--- config.mk ---
export PLATFORM = sky130hd
export DESIGN_NAME = tkd_report
export DESIGN_NICKNAME = d
export VERILOG_FILES = /design/src/rtl/tkd_pkg.sv /design/src/rtl/tkd_report.sv
export SDC_FILE = /design/constraint.sdc
export NUM_CORES = 1
export LEC_CHECK = 0
export BUFFER_PORTS_ARGS = -buffer_cell sky130_fd_sc_hd__clkbuf_2
export CAP_MARGIN = 20
export CORE_ASPECT_RATIO = 1.2
export CORE_MARGIN = 1
export CORE_UTILIZATION = 42
export CTS_CLUSTER_SIZE = 28
export DETAILED_ROUTE_END_ITERATION = 12
export GPL_ROUTABILITY_DRIVEN = 0
export HOLD_SLACK_MARGIN = 0.08
export MAX_ROUTING_LAYER = met4
export PLACE_DENSITY_LB_ADDON = 0.05
export SYNTH_ARGS = -nofsm -noshare
export SYNTH_HDL_FRONTEND = slang
export SYNTH_SLANG_ARGS = --single-unit
export TNS_END_PERCENT = 30
--- constraint.sdc ---
create_clock -name clk -period 3.9 [get_ports clk]
set_input_delay 0.78 -clock clk [delete_from_list [all_inputs] [get_ports clk]]
set_output_delay 0.78 -clock clk [all_outputs]
set_load 0.01 [all_outputs]
--- src/rtl/tkd_pkg.sv ---
`default_nettype none

package tkd_pkg;

	localparam int LIST_DEPTH_DEF = 64;

	localparam int TIME_W   = 20;
	localparam int RECORD_W = 24;
	localparam int INDEX_W  = 2;

	// input item modes
	localparam logic [1:0] MODE_EVENT  = 2'd0;
	localparam logic [1:0] MODE_REPORT = 2'd1;
	localparam logic [1:0] MODE_CLEAR  = 2'd2;

	// configuration register indexes
	localparam logic [INDEX_W-1:0] REG_PERIOD_START = 2'd0;
	localparam logic [INDEX_W-1:0] REG_PERIOD_END   = 2'd1;
	localparam logic [INDEX_W-1:0] REG_FILTER_ON    = 2'd2;

	typedef struct packed {
		logic [1:0]          mode;
		logic [TIME_W-1:0]   sched_start;
		logic [TIME_W-1:0]   sched_end;
		logic [TIME_W-1:0]   sched_duration;
		logic [TIME_W-1:0]   actual_start;
		logic [TIME_W-1:0]   actual_end;
		logic [TIME_W-1:0]   actual_duration;
		logic [RECORD_W-1:0] record_id;
	} item_t;

	typedef struct packed {
		logic [TIME_W-1:0]   rank_diff;
		logic [RECORD_W-1:0] rank_record;
		logic                list_empty;
		logic                last_entry;
	} result_t;

	typedef struct packed {
		logic [TIME_W-1:0]   diff;
		logic [RECORD_W-1:0] rec;
	} entry_t;

	typedef enum logic [3:0] {
		CELL_HOLD   = 4'b0001,
		CELL_INSERT = 4'b0010,
		CELL_ROTATE = 4'b0100,
		CELL_CLEAR  = 4'b1000
	} cell_op_t;

	typedef struct packed {
		cell_op_t op;
		entry_t   ins;
	} cell_cmd_t;

	typedef struct packed {
		logic busy;
		logic rotate;
	} rpt_ctrl_t;

endpackage

`default_nettype wire

--- src/rtl/tkd_report.sv ---
`default_nettype none

module tkd_report #(
	parameter int LIST_DEPTH = tkd_pkg::LIST_DEPTH_DEF
) (
	input  wire logic             clk,
	input  wire logic             arst_n,
	input  wire logic             start,
	input  wire tkd_pkg::entry_t  head,
	input  wire tkd_pkg::entry_t  next,
	output tkd_pkg::rpt_ctrl_t    ctl,
	output logic                  result_valid,
	input  wire logic             result_ready,
	output tkd_pkg::result_t      result
);

	localparam int CW = $clog2(LIST_DEPTH);

	typedef enum logic [1:0] {
		ST_IDLE   = 2'b01,
		ST_REPORT = 2'b10
	} state_t;

	state_t           state_q;
	logic [CW-1:0]    cnt_q;
	logic             out_valid_q;
	tkd_pkg::result_t out_q;
	logic             slot_free;
	logic             step;
	logic             emit;
	logic             last_rot;

	assign slot_free = !out_valid_q || result_ready;
	assign step      = (state_q == ST_REPORT) && slot_free;
	assign last_rot  = cnt_q == CW'(LIST_DEPTH - 1);
	// first rotation always emits (the empty marker if the head is vacant)
	assign emit      = step && ((cnt_q == '0) || (head.diff != '0));

	assign ctl.busy   = state_q == ST_REPORT;
	assign ctl.rotate = step;

	assign result_valid = out_valid_q;
	assign result       = out_q;

	always_ff @(posedge clk or negedge arst_n) begin
		if (!arst_n) begin
			state_q     <= ST_IDLE;
			cnt_q       <= '0;
			out_valid_q <= 1'b0;
		end else begin
			unique case (state_q)
				ST_IDLE: begin
					cnt_q <= '0;
					if (start) begin
						state_q <= ST_REPORT;
					end
				end
				ST_REPORT: begin
					if (step) begin
						cnt_q <= cnt_q + CW'(1);
						if (last_rot) begin
							state_q <= ST_IDLE;
						end
					end
				end
				default: state_q <= ST_IDLE;
			endcase

			if (emit) begin
				out_valid_q <= 1'b1;
			end else if (result_ready) begin
				out_valid_q <= 1'b0;
			end
		end
	end

	always_ff @(posedge clk) begin
		if (emit) begin
			if (head.diff == '0) begin
				out_q.rank_diff   <= '0;
				out_q.rank_record <= '0;
				out_q.list_empty  <= 1'b1;
				out_q.last_entry  <= 1'b1;
			end else begin
				out_q.rank_diff   <= head.diff;
				out_q.rank_record <= head.rec;
				out_q.list_empty  <= 1'b0;
				out_q.last_entry  <= last_rot || (next.diff == '0);
			end
		end
	end

endmodule

`default_nettype wire

==> metrics.yaml, run 1 <==
placed_cell_area_sq_um: 2790
r2r-end: "result[14]"
synth_common_cells: "edfxtp_1 (46), nor2b_1 (26), clkbuf_1 (20)"
cts_num_sinks: 55
worst_ep_arrival_time_ps: 1530
fin_area_sq_um: 2870
finalSetupViolCount: 0
synth_fp_nets: 254
fin_crit_ps: 2310
root_buffer: "clkbuf_8"
syn-cell-area_sq_um: 2210
critPathMaxFanout: 5
rows: 28
synth.most_common_cell: "edfxtp_1"
viasPerCell: 4.80
drc: 0
portBuffers: 116
max_slew_margin: 0.612
tritoncts: "built"
synth_top_cell_by_area: "edfxtp_1"
path_class: "in -> out"
reg2reg_slack_ps: 2010
clock_latency_ps: 300
cts.path.max_buffers: 2
rsz0062_at_grt: "false"
power_density_nw_per_um2: 495
worstHoldPathType: "in -> async"
slew_violations: 0
dp_cells: 315
cts_setup_buffers: 0
wl_per_cell_um: 12.8
synth_ff_type: "edfxtp_1"
combPwrFrac: 0.231
status: "completed"
clkPwrFrac: 0.205
vias: 1550
dpl_worst_slack_ps: 1360
grt_pass1_wl_um: 5970
h-tree-depth: 2
fin_total_pwr_mw: 1.42
crit-reg2reg-launch: "cnt_q[2]"
numCtsBuffers: 5
antenna_found_initial: 0
yosysSeqAreaShare: 0.727
p_int_mw: 1.02
synth_cell_type_count: 30
drtIter0Drc: 63
ctsResizeCount: 0
path_clk_slew_ps: 90
crit_path_start: "result_ready"
finalHoldViolCount: 0
synth_edf_count: 46
cp-start-kind: "input port"
final_util: 0.573
finalNonFillerCells: 323
p_sw_uw: 405
drive_gt1_frac: 0.490
totalWireLength_um: 4140
fillers: 436
syn_to_final_growth_pct: 29.9
worst_slew_pin_slew_ps: 583
fmax_ghz: 0.433
clock_skew_ps: 5.64
leakagePower_nw: 1.26
layout_setup_ws_ps: 1590
initial_core_util: 0.441
die-area_sq_um: 5560
power_frac_seq: 0.564
grt_pass1_vias: 1394
grt_overflow: 0
synth_top_area_share: 0.625
min_period_over_period: 0.592
post-dp-hpwl_um: 3130
ys_top_cells_by_area: "edfxtp_1 (62%), dfrtp_1 (9.1%), nor2b_1 (7.4%), clkbuf_1 (3.4%), nor4_1 (2.8%)"
cts_hold_buf: 0
core_sq_um: 5010
ys_async_sr_fraction: 0.164
worst_setup_path_endpoint: "ctl[0]"
ys_seq_elements: 55
worst-endpoint-required_ps: 3120
holdWs_ps: 325
grt_max_degree: 47
max-vdd-ir-drop_mv: 0.322
switching_share: 0.285
postSynthAreaPerCell_sq_um: 13.8
die_width_um: 68.2
tns_ps: 0
diodes: 0
grt_usage: 0.152
first_pass_iters: 4
ff2ff_path_depth: 4
yosysWarnings: 0
ioPinCount: 141
syn_inst: 160
ant_nets: 0
cap_violations: 0
die_y_um: 81.5
nets: 356
end_kind: "output port"
[layer usage]
layer | wire length, um | up-vias | GRT usage
met4 | 97 | 0 | 0.0688
met2 | 2110 | 76 | 0.260
met5 | 0 | - | -
met1 | 1580 | 709 | 0.159
met3 | 353 | 9 | 0.0431
li1 | - | 756 | -
[cell families after synthesis]
family	synth area share
fa+ha+maj	0.0113
flops	0.727
buf+inv	0.0526
xor+xnor	0.00396
mux	0.0136
compound gates	0.0204
simple gates	0.171
[placed cells by master (no fill, tap or decap), types with 2 or more instances in the layout]
cell type,netlist,routed
buf_4,2,2
clkbuf_2,0,116
clkbuf_8,0,5
dfrtp_1,8,8
edfxtp_1,46,46
ha_1,2,2
inv_1,3,3
mux2i_1,3,3
nand2_1,9,9
nand2b_1,2,2
nand3_1,5,5
nor2_1,4,4
nor2b_1,26,26
nor3_1,3,3
nor4_1,10,10
[critical path, stage by stage]
cell and delay (ps):
clkbuf_2 80, nand2b_1 180, nand2_1 200, inv_1 130, clkbuf_2 150
[sequential cells by signal (all words and copies together), names as in the netlist]
register	flops
cnt_q	6
result_valid	1
state_q	2
result	46
[power groups by stage]
| stage | sequential (mW) | clock [mW] | combinational, mW |
|---|---|---|---|
| final | 0.802 | 0.291 | 0.329 |
| after global routing | 0.812 | 0.322 | 0.363 |
| after CTS | 0.803 | 0.304 | 0.335 |
| after global placement | 0.814 | 0 | 0.332 |
| after detailed placement | 0.817 | 0 | 0.334 |
| after floorplan | 0.864 | 0 | 0.144 |
[worst min-delay path by stage]
stage	cells after the start	slack, ps	startpoint	endpoint
6_report	1	330	arst_n	cnt_q[5]
5_1_grt	1	330	arst_n	cnt_q[1]
4_1_cts	1	320	arst_n	cnt_q[1]
3_5_place_dp	1	490	cnt_q[5]	cnt_q[5]
3_3_place_gp	1	490	cnt_q[5]	cnt_q[5]
2_1_floorplan	1	460	cnt_q[5]	cnt_q[5]
[final cells by class]
class,instances,area [sq um],area share
tap,60,75.1,0.0261
inverter,4,15.0,0.00523
clock buffer,6,72.6,0.0253
multi-input combinational,78,498,0.173
timing repair buffer,118,596,0.207
sequential,55,1610,0.560
clock inverter,2,8.76,0.00305
Note: power is estimated with default switching activity, not from simulation.
==> inputs of run 2 (changes only) <==
--- a/config.mk
+++ b/config.mk
@@ -9,7 +9,7 @@
 export CAP_MARGIN = 20
 export CORE_ASPECT_RATIO = 1.2
 export CORE_MARGIN = 1
-export CORE_UTILIZATION = 42
+export CORE_UTILIZATION = 38
 export CTS_CLUSTER_SIZE = 28
 export DETAILED_ROUTE_END_ITERATION = 12
 export GPL_ROUTABILITY_DRIVEN = 0
==> constraint.sdc (replaced) <==
create_clock -name clk -period 2 [get_ports clk]
set_input_delay 0.4 -clock clk [delete_from_list [all_inputs] [get_ports clk]]
set_output_delay 0.4 -clock clk [all_outputs]
set_load 0.01 [all_outputs]
==> metrics.yaml, run 2 (synthesis results as in run 1) <==
fmax_ghz: 0.531
min_period_over_period: 0.942
finalHoldViolCount: 0
cts.path.max_buffers: 2
ff2ff_path_depth: 4
critPathMaxFanout: 5
cp-start-kind: "flip-flop"
worst_slew_pin_slew_ps: 378
die_width_um: 71.6
syn_to_final_growth_pct: 34.6
slew_violations: 0
final_cell_mix: "clkbuf_2 (116), edfxtp_1 (46), nor2b_1 (26)"
initial_core_util: 0.393
die_y_um: 85.6
hold_depth: 2
die-area_sq_um: 6130
largest_reg_flops: 46
worstHoldPathType: "in -> reg"
grt_pass1_vias: 1522
core_sq_um: 5630
tritoncts: "built"
vias: 1589
max-vdd-ir-drop_mv: 0.524
fin_crit_ps: 1880
diodes: 0
ioPinCount: 141
clock_latency_ps: 300
hold-path-endpoint: "state_q[0]"
reg2reg_slack_ps: 150
viasPerCell: 4.80
path_clk_slew_ps: 90
crit-reg2reg-launch: "cnt_q[2]"
portBuffers: 116
totalWireLength_um: 4140
grt_pass1_wl_um: 6510
r2r-end: "result[18]"
status: "completed"
finalSetupViolCount: 0
first_pass_iters: 4
clock_skew_ps: 5.19
h-tree-depth: 2
wl_per_cell_um: 12.5
grt_max_degree: 38
cap_violations: 0
path_class: "reg -> out"
rows: 30
crit_slowest_cell: "dfstp_2"
drive_gt1_frac: 0.502
power_density_nw_per_um2: 1030
drtIter0Drc: 67
cp_cell_sequence: "nand2b_4, inv_2, nand2_2, buf_4, inv_1, clkbuf_2"
numCtsBuffers: 5
max_slew_margin: 0.747
grt_overflow: 0
worst-endpoint-required_ps: 1600
slowest_delay_ps: 550
nets: 360
layout_commonest_cell: "clkbuf_2"
hp-start: "start"
leakagePower_nw: 1.31
grt_usage: 0.145
drc: 0
final_util: 0.529
worst_ep_arrival_time_ps: 1480
antenna_found_initial: 0
end_kind: "output port"
cts_setup_buffers: 0
post-dp-hpwl_um: 3160
root_buffer: "clkbuf_8"
rsz0062_at_grt: "false"
ant_nets: 0
tns_ps: 0
cts_num_sinks: 55
## run 2: cell count changes in the layout (fill, tap and decap cells not counted), sizes merged
cell	previous run	this run
buf	2	5
bufinv	0	2
clkinv	2	0
dlygate4sd3	0	1
## run 2: worst max-delay path by stage
stage	cells after the start	startpoint	slack, ps	endpoint
detailed placement	4	cnt_q[2]	170	result[14]
finish	6	state_q[0]	120	ctl[0]
CTS	6	state_q[0]	50	ctl[0]
global route	6	state_q[0]	30	ctl[0]
floorplan	3	cnt_q[2]	20	result[0]
global placement	4	cnt_q[2]	170	result[14]
## run 2: what timing repair did
item,in CTS,in global routing
resized for setup,0,1
endpoints found under the setup margin,0,1
hold buffers,1,0
hold endpoints to repair,8,0
## run 2: layout make-up
cell class                      instances  area [sq um]
Multi-Input combinational cell         78           500
Sequential cell                        55          1610
Clock inverter                          2          60.1
Clock buffer                            6          72.6
Inverter                                4          15.0
Tap cell                               64          80.1
Timing Repair Buffer                  122           641
Fill cell                             516          2650
## run 2: report_power, final
part | switching (mW) | total, mW | internal (mW)
Combinational | 0.399 | 0.675 | 0.276
Clock | 0.341 | 0.841 | 0.500
Sequential | 0.0703 | 1.56 | 1.49
## run 2: through the flow
| step | hold slack [ps] | std cells | total power, mW | setup slack, ps | area, sq um |
|---|---|---|---|---|---|
| final | 263 | 331 | 3.08 | 116 | 2980 |
| after global placement | 277 | 322 | 2.26 | 168 | 2830 |
| after detailed placement | 275 | 322 | 2.27 | 167 | 2830 |
| after floorplan | 104 | 160 | 1.96 | 17.6 | 2220 |
| after global routing | 266 | 331 | 3.24 | 27.0 | 2980 |
| after CTS | 250 | 331 | 3.12 | 52.2 | 2970 |
## run 2: worst max-delay path, delay by kind of cell, from the launching register on
| family | cells | cell delay (ps) |
|---|---|---|
| AND/OR/NAND/NOR | 2 | 220 |
| flip-flops | 1 | 550 |
| buffers and inverters | 4 | 420 |
## run 2: layer usage
layer / wire length, um / vias up / global-route usage
met5: 0 / - / -
met4: 97 / 0 / 0.0588
met3: 311 / 14 / 0.0364
met2: 2250 / 94 / 0.272
met1: 1490 / 719 / 0.139
li1: - / 762 / -
