`src/rtl/tkd_pkg.sv`:
```
`default_nettype none

package tkd_pkg;

	localparam int LIST_DEPTH_DEF = 64;

	localparam int TIME_W   = 20;
	localparam int RECORD_W = 24;
	localparam int INDEX_W  = 2;

	// input item modes
	localparam logic [1:0] MODE_EVENT  = 2'd0;
	localparam logic [1:0] MODE_REPORT = 2'd1;
	localparam logic [1:0] MODE_CLEAR  = 2'd2;

	// configuration register indexes
	localparam logic [INDEX_W-1:0] REG_PERIOD_START = 2'd0;
	localparam logic [INDEX_W-1:0] REG_PERIOD_END   = 2'd1;
	localparam logic [INDEX_W-1:0] REG_FILTER_ON    = 2'd2;

	typedef struct packed {
		logic [1:0]          mode;
		logic [TIME_W-1:0]   sched_start;
		logic [TIME_W-1:0]   sched_end;
		logic [TIME_W-1:0]   sched_duration;
		logic [TIME_W-1:0]   actual_start;
		logic [TIME_W-1:0]   actual_end;
		logic [TIME_W-1:0]   actual_duration;
		logic [RECORD_W-1:0] record_id;
	} item_t;

	typedef struct packed {
		logic [TIME_W-1:0]   rank_diff;
		logic [RECORD_W-1:0] rank_record;
		logic                list_empty;
		logic                last_entry;
	} result_t;

	typedef struct packed {
		logic [TIME_W-1:0]   diff;
		logic [RECORD_W-1:0] rec;
	} entry_t;

	typedef enum logic [3:0] {
		CELL_HOLD   = 4'b0001,
		CELL_INSERT = 4'b0010,
		CELL_ROTATE = 4'b0100,
		CELL_CLEAR  = 4'b1000
	} cell_op_t;

	typedef struct packed {
		cell_op_t op;
		entry_t   ins;
	} cell_cmd_t;

	typedef struct packed {
		logic busy;
		logic rotate;
	} rpt_ctrl_t;

endpackage

`default_nettype wire

```
`src/rtl/tkd_cell.sv`:
```
`default_nettype none

module tkd_cell (
	input  wire logic              clk,
	input  wire logic              arst_n,
	input  wire tkd_pkg::cell_cmd_t cmd,
	input  wire logic              left_gt,
	input  wire tkd_pkg::entry_t   left,
	input  wire tkd_pkg::entry_t   right,
	output logic                   gt,
	output tkd_pkg::entry_t        ent
);

	tkd_pkg::entry_t ent_q;

	// new difference outranks this entry; equal entries keep their place
	assign gt  = cmd.ins.diff > ent_q.diff;
	assign ent = ent_q;

	always_ff @(posedge clk or negedge arst_n) begin
		if (!arst_n) begin
			ent_q <= '0;
		end else begin
			unique case (cmd.op)
				tkd_pkg::CELL_INSERT: begin
					if (left_gt) begin
						ent_q <= left;
					end else if (gt) begin
						ent_q <= cmd.ins;
					end
				end
				tkd_pkg::CELL_ROTATE: ent_q <= right;
				tkd_pkg::CELL_CLEAR:  ent_q <= '0;
				tkd_pkg::CELL_HOLD:   ent_q <= ent_q;
				default:              ent_q <= ent_q;
			endcase
		end
	end

endmodule

`default_nettype wire

```
`config.mk`:
```
export PLATFORM = sky130hd
export DESIGN_NAME = tkd_cell
export DESIGN_NICKNAME = d
export VERILOG_FILES = /design/src/rtl/tkd_pkg.sv /design/src/rtl/tkd_cell.sv
export SDC_FILE = /design/constraint.sdc
export NUM_CORES = 1
export LEC_CHECK = 0
export ABC_AREA = 1
export BUFFER_PORTS_ARGS = -buffer_cell sky130_fd_sc_hd__buf_2
export CAP_MARGIN = 20
export CORE_ASPECT_RATIO = 0.8
export CORE_UTILIZATION = 45
export DETAILED_ROUTE_END_ITERATION = 6
export PLACE_DENSITY = 0.87
export SYNTH_ARGS = -nofsm -noshare
export SYNTH_HDL_FRONTEND = slang
export SYNTH_SLANG_ARGS = --single-unit
```
`constraint.sdc`:
```
create_clock -name clk -period 2.05 [get_ports clk]
set_input_delay 0.3075 -clock clk [delete_from_list [all_inputs] [get_ports clk]]
set_output_delay 0.3075 -clock clk [all_outputs]
set_load 0.03 [all_outputs]
```
==> flow_metrics.tcl, run 1 <==
set metrics [dict create \
    ys_top_cells_by_count "nand2_1, nand3_1, dfrtp_1" \
    power.total_mw 3.55 \
    viasPerCell 5.38 \
    hp-start "right[40]" \
    period_needed_ps 2130 \
    fillers 611 \
    grt_max_degree 45 \
    p_per_area_nw_per_um2 728 \
    peakVddDrop_mv 0.411 \
    r2r_start "ent[40]" \
    swShare_pct 43.5 \
    crit_type "flip-flop to output pin" \
    finalCoreUtilization_pct 69.3 \
    htree_levels 2 \
    portBuffers 183 \
    grt_pass1_wl_mm 16.2 \
    busiest_layer "met2" \
    drt_iter0_drc 196 \
    cp_max_fo 3 \
    synth_top_area_share_pct 33.0 \
    relSlewSlack_pct 56.5 \
    clk_latency_ps 290 \
    dieArea_um2 7770 \
    io_pins 184 \
    drc_errors 12 \
    hold_viol_final 0 \
    leakage_nw 2.70 \
    synth_edf_count 0 \
    wire_per_inst_um 15.3 \
    antenna_left 0 \
    outcome "finished, violations left" \
    drive_gt1_share_pct 40.6 \
    clkSinkCount 44 \
    clk_path_buf_depth 2 \
    wl_mm 11.2 \
    synth_cell_type_count 20 \
    cts_tree "done" \
    power_frac_seq_pct 33.9 \
    core-area_um2 7030 \
    yosys_warnings 0 \
    required_ps 1740 \
    ff2ff_setup_slack_ps -60 \
    yosysMostFrequentCell "nand2_1" \
    synth_area_um2 3340 \
    root_buffer "clkbuf_8" \
    track_usage_pct 26.1 \
    antenna_found_initial 0 \
    cp_data_arrival_time_ps 1830 \
    skew_ps 7.30 \
    pwr-share-comb_pct 50.3 \
    clock.fmax_mhz 469 \
    synth_seq_cells 44 \
    syn_to_final_growth_pct 46.0 \
    dp_slack_ps -71.6 \
    die_h_um 79.0 \
    firstDrtPassIters 7 \
    hold_depth 5 \
    vias 3941 \
    num_rows 27 \
    grtUsageMet2_pct 46.9 \
    synth_seq_area_share_pct 33.0 \
    antenna_cells 0 \
    die_w_um 98.3 \
    avgSynthCellArea_um2 7.42 \
    final-setup-viol-count 38 \
    fin_crit_sh_pct 104 \
    tns_ps -771 \
    start_util_pct 47.5 \
    holdCritPathClass "primary input to flip-flop" \
    nNetsFinal 803 \
    gp_congestion 0.841 \
    synth_area_leaders "dfrtp_1, nand3_1, nand2_1" \
    whs_endpoint "ent[40]" \
    yosys.area.top_type "dfrtp_1" \
    clk_pin_slew_worst_paths_ps 80 \
    gr-total-overflow 0 \
    drv_cap 0 \
    grt_pass1_vias 3626 \
    worst_pin_slew_ps 650 \
    worstSetupStartpointType "flip-flop" \
    hpwl_mm 7.68 \
    timing.rr.end "ent[10]" \
    clkPwrFrac_pct 15.8 \
    use_met1_pct 32.0 \
    slew_violations 0 \
    worst_slack_ps -82.5 \
    numCtsBuffers 5 \
    largest_register_ff_count 44 \
    cp-startpoint "ent[40]" \
    ys.flop_type "dfrtp_1" \
    syn_nets 609 \
    synth_cells 450 \
    met3_usage_pct 4.40 \
    violations "design-rule violations, negative setup slack" \
    p_sw_mw 1.54 \
    synthArstFlopShare_pct 100 \
    p_int_mw 2.01 \
    r2r_cells 13 \
    rsz0062_at_grt "yes" \
    cp-end-kind "output pin" \
]
[cells by family after synthesis]
kind of cell             Yosys count  share of synthesized area [%]
AND/OR/NAND/NOR                  227                           30.1
buffers and inverters             63                           8.62
AO/OA/AOI/OAI                     53                           7.95
flip-flops                        44                           33.0
multiplexers                      43                           12.9
adder cells (fa/ha/maj)           20                           7.50
[area by class of cell]
class	instances	area (um^2)	share of cell area, %
repair buffers	212	1240	25.4
inverters	34	128	2.62
flip-flops and latches	44	1100	22.6
clock buffers	8	90.1	1.85
well taps	87	109	2.23
multi-input cells	347	2210	45.3
[worst max path at each step]
| stage | slack, ps | cells past startpoint | endpoint |
|---|---|---|---|
| 2_1_floorplan | 80 | 14 | ent[24] |
| 3_3_place_gp | 30 | 13 | ent[0] |
| 3_5_place_dp | -70 | 12 | ent[9] |
| 4_1_cts | -120 | 10 | gt |
| 5_1_grt | -170 | 10 | gt |
| 6_report | -80 | 10 | gt |
[power groups by stage]
stage	combinational, mW	sequential, mW	clock (mW)
after CTS	1.55	1.20	0.568
after global placement	1.46	1.21	0
after global routing	1.94	1.22	0.623
after floorplan	0.594	1.60	0
after detailed placement	1.51	1.21	0
final	1.79	1.20	0.562
[cell usage in the layout (no fill, tap or decap), drive strengths merged]
cell,synthesis,final
nand3,90,90
nand2,123,127
o21ai,45,45
ha,20,20
buf,21,208
dlygate4sd3,0,1
nand3b,1,1
and2,1,1
mux2i,43,43
inv,34,34
nand4,1,1
dfrtp,44,44
clkbuf,8,11
nor2,11,11
a21oi,8,8
[timing repair]
action	in CTS	in global routing
pin swaps	5	12
cloned	0	7
hold endpoints to repair	19	0
gates resized for setup	6	45
hold buffers	1	0
setup endpoints to repair	45	45
buffers inserted	2	11
[metrics by stage]
| step | cell area (um^2) | hold slack (ps) | instances |
|---|---|---|---|
| floorplan | 3340 | 11.9 | 450 |
| global route | 4870 | 395 | 732 |
| detailed placement | 4320 | 285 | 703 |
| finish | 4870 | 380 | 732 |
| CTS | 4460 | 382 | 714 |
| global placement | 4320 | 273 | 703 |
[layer usage]
metal  up-vias  routed length [um]
met1      1818                4580
met3        19                 936
li1       1902                   -
met5         -                   0
met2       202                5460
met4         0                 256
[worst max-delay path: stages, from the launching register on]
cell	delay [ps]
dfrtp_1	390
inv_1	80
ha_4	280
nand2_4	50
nor2_4	120
nand2_2	90
nor2_4	120
nand4_1	120
nand2_2	110
inv_2	40
buf_6	130
No activity file was read; power rests on OpenSTA's default activity.
==> run 2: changes to the inputs <==
ABC_AREA = unset   (was 1)
ABC_CLOCK_PERIOD_IN_PS = 2050   (was unset)
CTS_CLUSTER_SIZE = 12   (was unset)
PLACE_DENSITY = 0.88   (was 0.87)
==> run 2 against run 1 <==
Against the previous run: the run ends with negative setup slack left; worst setup slack worse by 460 ps; non-clock buffer count increased by 13; register-to-register slack lost 480 ps; routed wire length is 14% lower; synthesized area down 4.9%; power increased by 17%; die area shrank 4.8%; via count down 20%; sequential power increased by 6%; highest routed layer unchanged.
==> flow_metrics.tcl, run 2 <==
set metrics [dict create \
    synth_cells 317 \
    num_rows 26 \
    core-area_um2 6600 \
    drc_errors 0 \
    viasPerCell 5.14 \
    clock.fmax_mhz 386 \
    violations "negative setup slack" \
    avgSynthCellArea_um2 10.0 \
    layout_common_cells "buf_2, mux2i_1, nand2_1, o21ai_0" \
    antenna_left 0 \
    cp-end-kind "flip-flop" \
    period_needed_ps 2590 \
    peakVddDrop_mv 0.437 \
    ys.flop_type "dfrtp_1" \
    gp_congestion 0.778 \
    rsz0062_at_grt "yes" \
    holdCritPathClass "primary input to flip-flop" \
    yosys_warnings 0 \
    tns_ps -21470 \
    synth_edf_count 0 \
    io_pins 184 \
    die_w_um 95.9 \
    synth-simple-area-share_pct 8.83 \
    synth_seq_area_share_pct 34.7 \
    portBuffers 183 \
    largest_register_ff_count 44 \
    start_util_pct 48.0 \
    grt_pass1_wl_mm 14.7 \
    synth_compound_area_share_pct 11.5 \
    worstSetupStartpointType "flip-flop" \
    synth_cell_type_count 32 \
    final_common_cell "buf_2" \
    synth-xor-area-share_pct 0.276 \
    r2r_start "ent[33]" \
    synth_seq_cells 44 \
    syn_nets 476 \
    grt_pass1_vias 3154 \
    antenna_cells 0 \
    fin_crit_sh_pct 126 \
    nNetsFinal 691 \
    final_cell_area_um2 4830 \
    crit_type "flip-flop to flip-flop" \
    outcome "finished, violations left" \
    antenna_found_initial 0 \
    vias 3171 \
    clkSinkCount 44 \
    gr-total-overflow 0 \
    cp_data_arrival_time_ps 2770 \
    fillers 471 \
    synth_area_um2 3170 \
    wire_per_inst_um 15.7 \
    die_h_um 77.1 \
    track_usage_pct 25.4 \
    cts_tree "done" \
    leakage_nw 2.51 \
    required_ps 2230 \
    clk_path_buf_depth 2 \
    yosys.area.top_type "dfrtp_1" \
    timing.rr.end "ent[18]" \
    firstDrtPassIters 4 \
    synthArstFlopShare_pct 100 \
    synth_top_family_by_area "multiplexers" \
    synth_area_leaders "dfrtp_1, mux2i_1, mux2_4" \
    slew_violations 0 \
    ff2ff_setup_slack_ps -540 \
    ys_top_cells_by_count "mux2i_1, dfrtp_1, o21ai_0" \
    synth_top_area_share_pct 34.7 \
    p_per_area_nw_per_um2 861 \
    grt_max_degree 45 \
    crit_path_end "ent[18]" \
    hold_viol_final 0 \
    hpwl_mm 7.00 \
    cp-startpoint "ent[33]" \
    cp_max_fo 5 \
    wl_mm 9.67 \
    dieArea_um2 7390 \
    clk_pin_slew_worst_paths_ps 80 \
    syn_to_final_growth_pct 52.1 \
    root_buffer "clkbuf_8" \
    worst_slack_ps -538 \
    yosysMostFrequentCell "mux2i_1" \
    htree_levels 2 \
    dpl_cell_area_um2 4380 \
    drt_iter0_drc 102 \
    numCtsBuffers 5 \
    synth.area.mux_share_pct 31.2 \
    clk_latency_ps 290 \
    worst_pin_slew_ps 586 \
    skew_ps 5.36 \
    relSlewSlack_pct 60.5 \
    drive_gt1_share_pct 55.7 \
    r2r_cells 11 \
    synth_fa_ha_area_share_pct 7.89 \
    final-setup-viol-count 45 \
    drv_cap 0 \
]
[run 2: cell count changes after synthesis, moves of 10 or more]
| cell | previous run | this run |
|---|---|---|
| nand2_1 | 119 | 26 |
| nand3_1 | 90 | 1 |
| mux2_4 | 0 | 21 |
| mux2i_1 | 43 | 63 |
| a21oi_1 | 8 | 24 |
| buf_2 | 17 | 1 |
| nor2_1 | 7 | 23 |
| o21ai_1 | 13 | 0 |
| inv_1 | 33 | 23 |
[run 2: worst min-delay path by stage]
stage                     startpoint  cells past startpoint  endpoint
after floorplan               arst_n                      0    ent[0]
after global placement        arst_n                      1   ent[37]
after detailed placement      arst_n                      1   ent[37]
after CTS                  right[32]                      3   ent[32]
after global routing       right[28]                      3   ent[28]
final                      right[32]                      3   ent[32]
[run 2: routing by layer]
layer / vias up / track usage [%] / share of wire [%]
li1: 1553 / - / -
met1: 1484 / 31.9 / 43
met2: 124 / 45.2 / 50
met3: 10 / 4.46 / 5.7
met4: 0 / 5.22 / 1.4
met5: - / 0 / 0
[run 2: final cells by class]
class                           instances  area, um^2  share of cell area (%)
Timing Repair Buffer                  225        1360                    28.2
Multi-Input combinational cell        233        2040                    42.3
Clock buffer                            6        72.6                    1.50
Inverter                               23        86.3                    1.79
Tap cell                               84         105                    2.18
Clock inverter                          2        35.0                   0.726
Sequential cell                        44        1120                    23.3
[run 2: per-stage QoR]
| step | utilization (%) | hold WS, ps | std cells | total power, mW | setup WS [ps] |
|---|---|---|---|---|---|
| floorplan | - | 11.9 | 317 | 2.56 | -345 |
| global placement | 66.3 | 280 | 590 | 3.21 | -408 |
| detailed placement | 66.3 | 296 | 590 | 3.28 | -487 |
| CTS | 69.8 | 294 | 605 | 4.02 | -415 |
| global route | 73.1 | 321 | 617 | 4.40 | -603 |
| finish | 73.1 | 296 | 617 | 4.16 | -538 |
[run 2: cells by family (layout without fill, tap and decap cells)]
logic type | after synthesis | after routing
AO/OA/AOI/OAI | 63 | 63
buffers and inverters | 40 | 256
AND/OR/NAND/NOR | 61 | 61
multiplexers | 88 | 88
flip-flops | 44 | 44
XOR/XNOR | 1 | 1
adder cells (fa/ha/maj) | 20 | 20
[run 2: power by group]
group / total [mW] / leakage (nW) / switching (mW) / internal (mW)
registers: 1.27 / 0.504 / 0.137 / 1.13
logic: 2.23 / 1.95 / 1.26 / 0.970
clock network: 0.657 / 0.0552 / 0.295 / 0.362
total: 4.16 / 2.51 / 1.69 / 2.47
[run 2: critical path: stages (launching register included)]
cell,delay (ps)
dfrtp_2,410
inv_2,70
ha_4,210
a211oi_4,270
buf_4,170
o211ai_1,110
o311a_1,180
nor3_4,270
a31oi_4,140
buf_4,190
clkbuf_16,150
mux2_4,300
[run 2: what timing repair did]
item | in CTS | in global routing
hold buffers | 1 | 0
setup buffers | 5 | 12
endpoints found under the hold margin | 18 | 0
gates cloned | 1 | 2
setup endpoints to repair | 45 | 45
gates resized for setup | 10 | 28
pin swaps | 7 | 8
==> run 3: changes to the inputs <==
--- a/constraint.sdc
+++ b/constraint.sdc
@@ -3,2 +3,2 @@
 set_output_delay 0.3075 -clock clk [all_outputs]
-set_load 0.03 [all_outputs]
+set_load 0.05 [all_outputs]
==> run 3 against run 2 <==
Against the previous run: the run still ends with negative setup slack left; combinational power rose by 19%; routed wire length fell by 1.8%; fmax rose by 2.5%; cell count rose by 0.65%; global-route usage rose by 0.34 points; flip-flop and latch count did not move; die area did not move; sequential power barely moved; critical path type unchanged.
==> flow_metrics.tcl, run 3 (synthesis results as in run 2) <==
set metrics [dict create \
    outcome "finished, violations left" \
    violations "negative setup slack" \
    slew_violations 0 \
    final_common_cell "buf_2" \
    clk_pin_slew_worst_paths_ps 80 \
    clkPwrFrac_pct 11.8 \
    cp_data_arrival_time_ps 2700 \
    cp-end-kind "flip-flop" \
    cts_tree "done" \
    wire_per_inst_um 15.3 \
    grt_max_degree 45 \
    pwr-share-comb_pct 59.4 \
    holdCritPathClass "primary input to flip-flop" \
    largest_register_ff_count 44 \
    io_pins 184 \
    period_needed_ps 2520 \
    final-setup-viol-count 45 \
    die_h_um 77.1 \
    dp_slack_ps -500 \
    antenna_cells 0 \
    swShare_pct 46.5 \
    gr-total-overflow 0 \
    portBuffers 183 \
    power.total_mw 4.45 \
    layout_common_cells "buf_2, mux2i_1, buf_4" \
    grt_pass1_wl_mm 14.6 \
    firstDrtPassIters 4 \
    p_sw_mw 2.07 \
    clock.fmax_mhz 396 \
    worst_pin_slew_ps 578 \
    root_buffer "clkbuf_8" \
    fin_crit_sh_pct 123 \
    worstSetupStartpointType "flip-flop" \
    nNetsFinal 695 \
    htree_levels 2 \
    hold_viol_final 0 \
    relSlewSlack_pct 61.5 \
    leakage_nw 2.50 \
    dpl_cell_area_um2 4470 \
    clk_path_buf_depth 2 \
    hpwl_mm 7.38 \
    final_cell_area_um2 4840 \
    clk_latency_ps 290 \
    antenna_found_initial 0 \
    crit_type "flip-flop to flip-flop" \
    rsz0062_at_grt "yes" \
    clkSinkCount 44 \
    p_per_area_nw_per_um2 919 \
    numPlacedInstances 605 \
    skew_ps 7.52 \
    vias 3199 \
    dieArea_um2 7390 \
    power_frac_seq_pct 28.8 \
    drive_gt1_share_pct 57.2 \
    numCtsBuffers 5 \
    viasPerCell 5.15 \
    cp_max_fo 6 \
    num_rows 26 \
    syn_to_final_growth_pct 52.6 \
    worst_slack_ps -474 \
    peakVddDrop_mv 0.683 \
    drv_cap 0 \
    wl_mm 9.50 \
    gp_congestion 0.898 \
    grt_pass1_vias 3222 \
    ff2ff_setup_slack_ps -470 \
    core-area_um2 6600 \
    p_int_mw 2.38 \
    required_ps 2230 \
    drc_errors 0 \
    start_util_pct 48.0 \
    stdcell_count 621 \
    track_usage_pct 25.8 \
    die_w_um 95.9 \
    antenna_left 0 \
    drt_iter0_drc 76 \
]
run 3: cell count changes in the layout (fill, tap and decap cells not counted), sizes merged:
cell    before  now
bufinv       1    0
clkbuf       8    9
buf        222  226
run 3: metal layers:
layer	vias up	GRT usage [%]	routed length (um)
met5	-	0	0
met4	0	9.40	267
met3	24	4.76	593
met2	148	46.6	4800
met1	1474	29.8	3840
li1	1553	-	-
run 3: layout make-up:
class,instances,area (um^2)
Clock buffer,7,76.3
Tap cell,84,105
Clock inverter,1,5.00
Inverter,23,86.3
Sequential cell,44,1120
Fill cell,485,1760
Timing Repair Buffer,229,1390
Multi-Input combinational cell,233,2060
run 3: timing repair:
action / CTS / global route
pin swaps: 7 / 3
gates cloned: 1 / 2
gates resized for setup: 31 / 7
hold endpoints to repair: 20 / 0
setup buffers: 3 / 1
setup endpoints to repair: 45 / 45
hold buffers: 1 / 0
run 3: worst max-delay path: stages (launching register included):
cell and delay, ps:
dfrtp_2 420, inv_2 90, ha_4 210, a211oi_4 230
o22ai_1 110, o311a_1 340, nor3_4 270, a31oi_4 120
buf_12 180, clkbuf_16 160, mux2_4 290
run 3: path summary, 6_finish.rpt:
| check | startpoint | end | cells past startpoint |
|---|---|---|---|
| setup / recovery | ent[33] | ent[12] | 10 |
| hold / removal | right[30] | ent[30] | 3 |
| setup reg to reg | ent[33] | ent[12] | 10 |
| hold reg to reg | ent[1] | ent[1] | 1 |
| max in group asynchronous | arst_n | ent[42] | 3 |
| min in group asynchronous | arst_n | ent[37] | 2 |
run 3: per-stage QoR:
| stage | util [%] | setup TNS (ps) | hold slack [ps] |
|---|---|---|---|
| floorplan | - | -15560 | 11.9 |
| global placement | 67.7 | -15720 | 287 |
| detailed placement | 67.7 | -19780 | 304 |
| CTS | 71.9 | -16860 | 298 |
| global route | 73.3 | -22810 | 326 |
| finish | 73.3 | -19260 | 306 |
run 3: power by group through the flow:
stage | Sequential, mW | Clock (mW) | Combinational, mW
global route | 1.31 | 0.577 | 2.81
global placement | 1.28 | 0 | 2.41
floorplan | 2.17 | 0 | 0.794
detailed placement | 1.29 | 0 | 2.49
finish | 1.28 | 0.523 | 2.65
CTS | 1.28 | 0.533 | 2.62
